### config.mk
export PLATFORM = sky130hd
export DESIGN_NAME = sgi_div
export DESIGN_NICKNAME = d
export VERILOG_FILES = /design/src/design/sgi_pkg.sv /design/src/design/sgi_div.sv
export SDC_FILE = /design/constraint.sdc
export NUM_CORES = 2
export LEC_CHECK = 0
export BUFFER_PORTS_ARGS = -buffer_cell sky130_fd_sc_hd__buf_2
export CAP_MARGIN = 40
export CORE_ASPECT_RATIO = 0.8
export CORE_MARGIN = 1.5
export CORE_UTILIZATION = 58
export DETAILED_ROUTE_END_ITERATION = 6
export HOLD_SLACK_MARGIN = 0.08
export PLACE_DENSITY = 0.71
export SYNTH_ARGS = -nofsm -noshare
export SYNTH_HDL_FRONTEND = slang
export SYNTH_SLANG_ARGS = --single-unit
### constraint.sdc
create_clock -name clock -period 6.7 [get_ports clock]
set_input_delay 0 -clock clock [delete_from_list [all_inputs] [get_ports clock]]
set_output_delay 0 -clock clock [all_outputs]
set_load 0.03 [all_outputs]
### src/design/sgi_pkg.sv
// ============================================================================
// sgi_pkg
// Shared constants and types for the segment intersection unit.
// ============================================================================
package sgi_pkg;

   // Default coordinate width
   localparam int COORD_BITS_DEF = 16;

   // Result classification
   typedef enum logic [1:0] {
      OUT_NONE    = 2'd0,
      OUT_POINT   = 2'd1,
      OUT_SEGMENT = 2'd2
   } outcome_type;

endpackage

### src/design/sgi_div.sv
// ============================================================================
// sgi_div
// Pipelined restoring divider: signed numerator over signed determinant,
// quotient truncated toward zero and saturated well beyond the coordinate
// range. One prep stage, one stage per quotient bit, one saturate stage.
// ============================================================================
module sgi_div import sgi_pkg::*; #(
   parameter int COORD_BITS = COORD_BITS_DEF
) (
   input  logic                          clock,
   input  logic [COORD_BITS+4:0]         adv,
   input  logic signed [3*COORD_BITS+2:0] num,
   input  logic signed [2*COORD_BITS+2:0] den,
   output logic signed [COORD_BITS+3:0]  quo
);

   localparam int CW   = COORD_BITS;
   localparam int NW   = 3*CW+3;
   localparam int RW   = 2*CW+3;
   localparam int QW   = CW+3;
   localparam int QSW  = CW+4;
   localparam logic [QW-1:0] LIM = QW'(1) << (CW+2);

   logic [RW-1:0] rem_ff [0:QW];
   logic [RW-1:0] ud_ff  [0:QW];
   logic [QW-1:0] low_ff [0:QW];
   logic [QW-1:0] q_ff   [0:QW];
   logic          neg_ff [0:QW];
   logic          ovf_ff [0:QW];
   logic signed [QSW-1:0] quo_ff;

   logic [NW-1:0] mag_n;
   logic [RW-1:0] mag_d;
   logic [RW-1:0] hi_n;

   // Prep: magnitudes, sign, overflow of the high part
   always_comb begin
      mag_n = num[NW-1] ? NW'(~num + 1'b1) : NW'(num);
      mag_d = den[RW-1] ? RW'(~den + 1'b1) : RW'(den);
      hi_n  = RW'(mag_n[NW-1:QW]);
   end

   always_ff @(posedge clock) begin
      if (adv[0]) begin
         rem_ff[0] <= hi_n;
         ud_ff[0]  <= mag_d;
         low_ff[0] <= mag_n[QW-1:0];
         q_ff[0]   <= '0;
         neg_ff[0] <= num[NW-1] ^ den[RW-1];
         ovf_ff[0] <= (hi_n >= mag_d);
      end
   end

   // One quotient bit per stage
   for (genvar j = 1; j <= QW; j++) begin : g_step
      logic [RW-1:0] trial;
      logic          take;
      always_comb begin
         trial = {rem_ff[j-1][RW-2:0], low_ff[j-1][QW-1]};
         take  = (trial >= ud_ff[j-1]);
      end
      always_ff @(posedge clock) begin
         if (adv[j]) begin
            rem_ff[j] <= take ? RW'(trial - ud_ff[j-1]) : trial;
            ud_ff[j]  <= ud_ff[j-1];
            low_ff[j] <= {low_ff[j-1][QW-2:0], 1'b0};
            q_ff[j]   <= {q_ff[j-1][QW-2:0], take};
            neg_ff[j] <= neg_ff[j-1];
            ovf_ff[j] <= ovf_ff[j-1];
         end
      end
   end

   // Saturate and apply sign
   logic [QW-1:0]         sat_mag;
   logic signed [QSW-1:0] sat_q;
   always_comb begin
      sat_mag = (ovf_ff[QW] || (q_ff[QW] > LIM)) ? LIM : q_ff[QW];
      sat_q   = neg_ff[QW] ? -$signed(QSW'(sat_mag)) : $signed(QSW'(sat_mag));
   end

   always_ff @(posedge clock) begin
      if (adv[QW+1]) begin
         quo_ff <= sat_q;
      end
   end

   assign quo = quo_ff;

endmodule

==> flow_summary.ini <==
[clocking]
clock_latency_ps = 830
clockBufferDepth = 3
cts_max_level = 4
clk_pin_slew_ps = 70
postCtsSetupBuffers = 0
root_buffer = clkbuf_16
cts_tree = done
cts_sinks = 1749
cts_buffers = 175

[drt]
routedWlPerCell_um = 22.5
vias = 68673
drc = 0
ant_nets = 0
initialDrtViolationCount = 8571
postRouteWirelength_mm = 254
vias_per_cell = 6.10
drt_pass1_iterations = 5

[synth]
syn_inst = 8585
synth_edf_count = 1749
synth_area_um2 = 96400
syn_nets = 9409
avgSynthCellArea_um2 = 11.2
synth.distinct_cells = 83
ys_seq_area_frac = 0.545
yosysWarnings = 0
async_flop_share = 0
synth_ff_type = edfxtp_1
ys_ff_latch = 1749

[layout]
ff_latch_area_um2 = 52500
design_area_um2 = 108000
multi_input_area_um2 = 40000
fillCellCount = 12567
drive_gt1_frac = 0.0756
final_cell_count_no_fill = 11267
nNetsFinal = 9782
syn2layout_area_growth_pct = 11.6

[placement]
placed_cell_area_um2 = 99800
dp_hpwl_mm = 194
place_congestion = 0.986
detailedPlace.worstSlack_ps = 1460
place_inst = 10735
place.port_buffers = 127

[power]
ir_worst_vdd_mv = 0.299
leakagePower_nw = 44.5
p_total_w = 0.0473
cellPowerDensity_nw_per_um2 = 440

[critical_path]
worstReg2RegStart = rem_ff[5][7]
crit_type = in -> reg
r2r_cells = 11
cp_max_fo = 6
reg2reg_setup_slack_ps = 1460
arrival_ps = 5990
cp_data_required_time_ps = 7250
crit_path_end_kind = flop
reg2reg_to = rem_ff[6][5]
start_kind = primary input

[sta]
hold_violations = 0
post-route-period-util = 0.812
worstMarginPinSlew_ps = 1030
relSlewSlack = 0.304
setup_tns_ps = 0
skew_ps = 40.1
finalCriticalPeriod_ps = 5440
setup_viol = 0
fmax_ghz = 0.184
finalMaxSlewViolations = 0
worst_slack_ps = 1260
rsz0062_at_grt = false

[floorplanning]
start_util = 0.585
ioPinCount = 128
fp.dieW_um = 459
core_um2 = 165000
placementRows = 133
dieArea_um2 = 169000
die_h_um = 368

[grt]
grt_pass1_wl_mm = 387
overflow = 0
grt_max_degree = 69
grt_pass1_vias = 64036
antenna_found_initial = 13
grt_usage = 0.299

[hold_path]
worstHoldPathCells = 2
hp-start = adv[18]
hold_path.class = in -> reg
hold_path_end = ud_ff[18][1]

[status]
outcome = completed

[flow_run]
drv_cap = 0
==> power breakdown <==
part	total (W)	internal (W)	switching [W]
Sequential	0.0168	0.0154	0.00146
Clock	0.00994	0.00553	0.00441
Combinational	0.0206	0.00820	0.0124
Total	0.0473	0.0291	0.0182
==> cell usage in the layout, fill, tap and decap left out, types with 216 or more instances in the layout <==
master | synthesis | layout
xnor2_1 | 371 | 371
ha_1 | 698 | 698
inv_1 | 885 | 885
xor2_1 | 216 | 216
o21ai_0 | 690 | 690
nand2_1 | 697 | 696
a21o_1 | 379 | 379
edfxtp_1 | 1749 | 1749
a21oi_1 | 649 | 645
nor2_1 | 387 | 387
==> cells in the mapped netlist, types with 77 or more instances <==
library cell / n / area, um^2
edfxtp_1: 1749 / 52500
inv_1: 885 / 3320
ha_1: 698 / 8730
nand2_1: 697 / 2620
o21ai_0: 690 / 3450
a21oi_1: 649 / 3250
nor2_1: 387 / 1450
a21o_1: 379 / 2850
xnor2_1: 371 / 3250
xor2_1: 216 / 1890
clkbuf_1: 185 / 694
nand3_1: 137 / 686
mux2_2: 129 / 1450
nand2b_1: 118 / 738
nor2b_1: 117 / 732
nor3_1: 101 / 505
nand4_1: 97 / 607
o21a_1: 86 / 646
o21bai_1: 77 / 578
o31ai_1: 77 / 578
==> repair_timing <==
action,CTS,global route
hold buffers,199,0
endpoints found under the hold margin,714,0
gates resized for setup,0,0
==> final cells by class <==
class / instances / share of cell area
inverter: 886 / 0.0309
clock inverter: 120 / 0.0116
clock buffer: 202 / 0.0420
tap: 2160 / 0.0251
multi-input combinational: 5742 / 0.371
timing repair buffer: 404 / 0.0309
antenna: 4 / 0.0000930
sequential: 1749 / 0.488
==> kinds of logic (layout without fill, tap and decap cells) <==
group | Yosys count | count (layout) | share of synthesized area
compound gates | 2371 | 2371 | 0.153
xor+xnor | 587 | 587 | 0.0533
fa+ha+maj | 716 | 716 | 0.0943
buf+inv | 1094 | 1612 | 0.0427
flops | 1749 | 1749 | 0.545
mux | 155 | 155 | 0.0178
other cells | 0 | 4 | 0
simple gates | 1913 | 1913 | 0.0949
==> flip-flops by register name, summed over array words and instances (netlist names) <==
| register | flops |
|---|---|
| ovf_ff | 20 |
| quo | 20 |
| q_ff | 190 |
| neg_ff | 20 |
| ud_ff | 665 |
| rem_ff | 644 |
| low_ff | 190 |
==> metrics by stage <==
stage          utilization  hold WS [ps]
2_1_floorplan            -          98.9
3_3_place_gp         0.605           225
3_5_place_dp         0.606           230
4_1_cts              0.653           103
5_1_grt              0.653           143
6_report             0.653           146
==> layer usage <==
layer	vias to the layer above	wire, um	track usage
li1	32218	-	-
met1	33263	123000	0.488
met2	2932	96000	0.383
met3	256	30900	0.0951
met4	4	4170	0.0565
met5	-	27	0
==> how the worst max path moves through the flow <==
stage	slack (ps)	from	end
detailed placement	1460	num[12]	ovf_ff[0][0]
global route	1110	num[6]	ovf_ff[0][0]
global placement	1400	num[12]	ovf_ff[0][0]
finish	1260	num[6]	ovf_ff[0][0]
floorplan	2050	num[6]	ovf_ff[0][0]
CTS	1390	num[6]	ovf_ff[0][0]
==> critical path: stages <==
cell	delay, ps
dlygate4sd3_1	530
buf_2	140
or4_4	550
or4_1	620
or3_1	460
or4_1	500
or4_1	550
or4_4	510
o21ai_0	170
dlygate4sd3_1	590
xnor2_1	160
ha_1	290
nor2b_1	140
o21ai_0	170
nand2b_1	80
a211o_1	290
a21oi_1	180
nor4_1	70
Power figures use the tool's default switching activity.
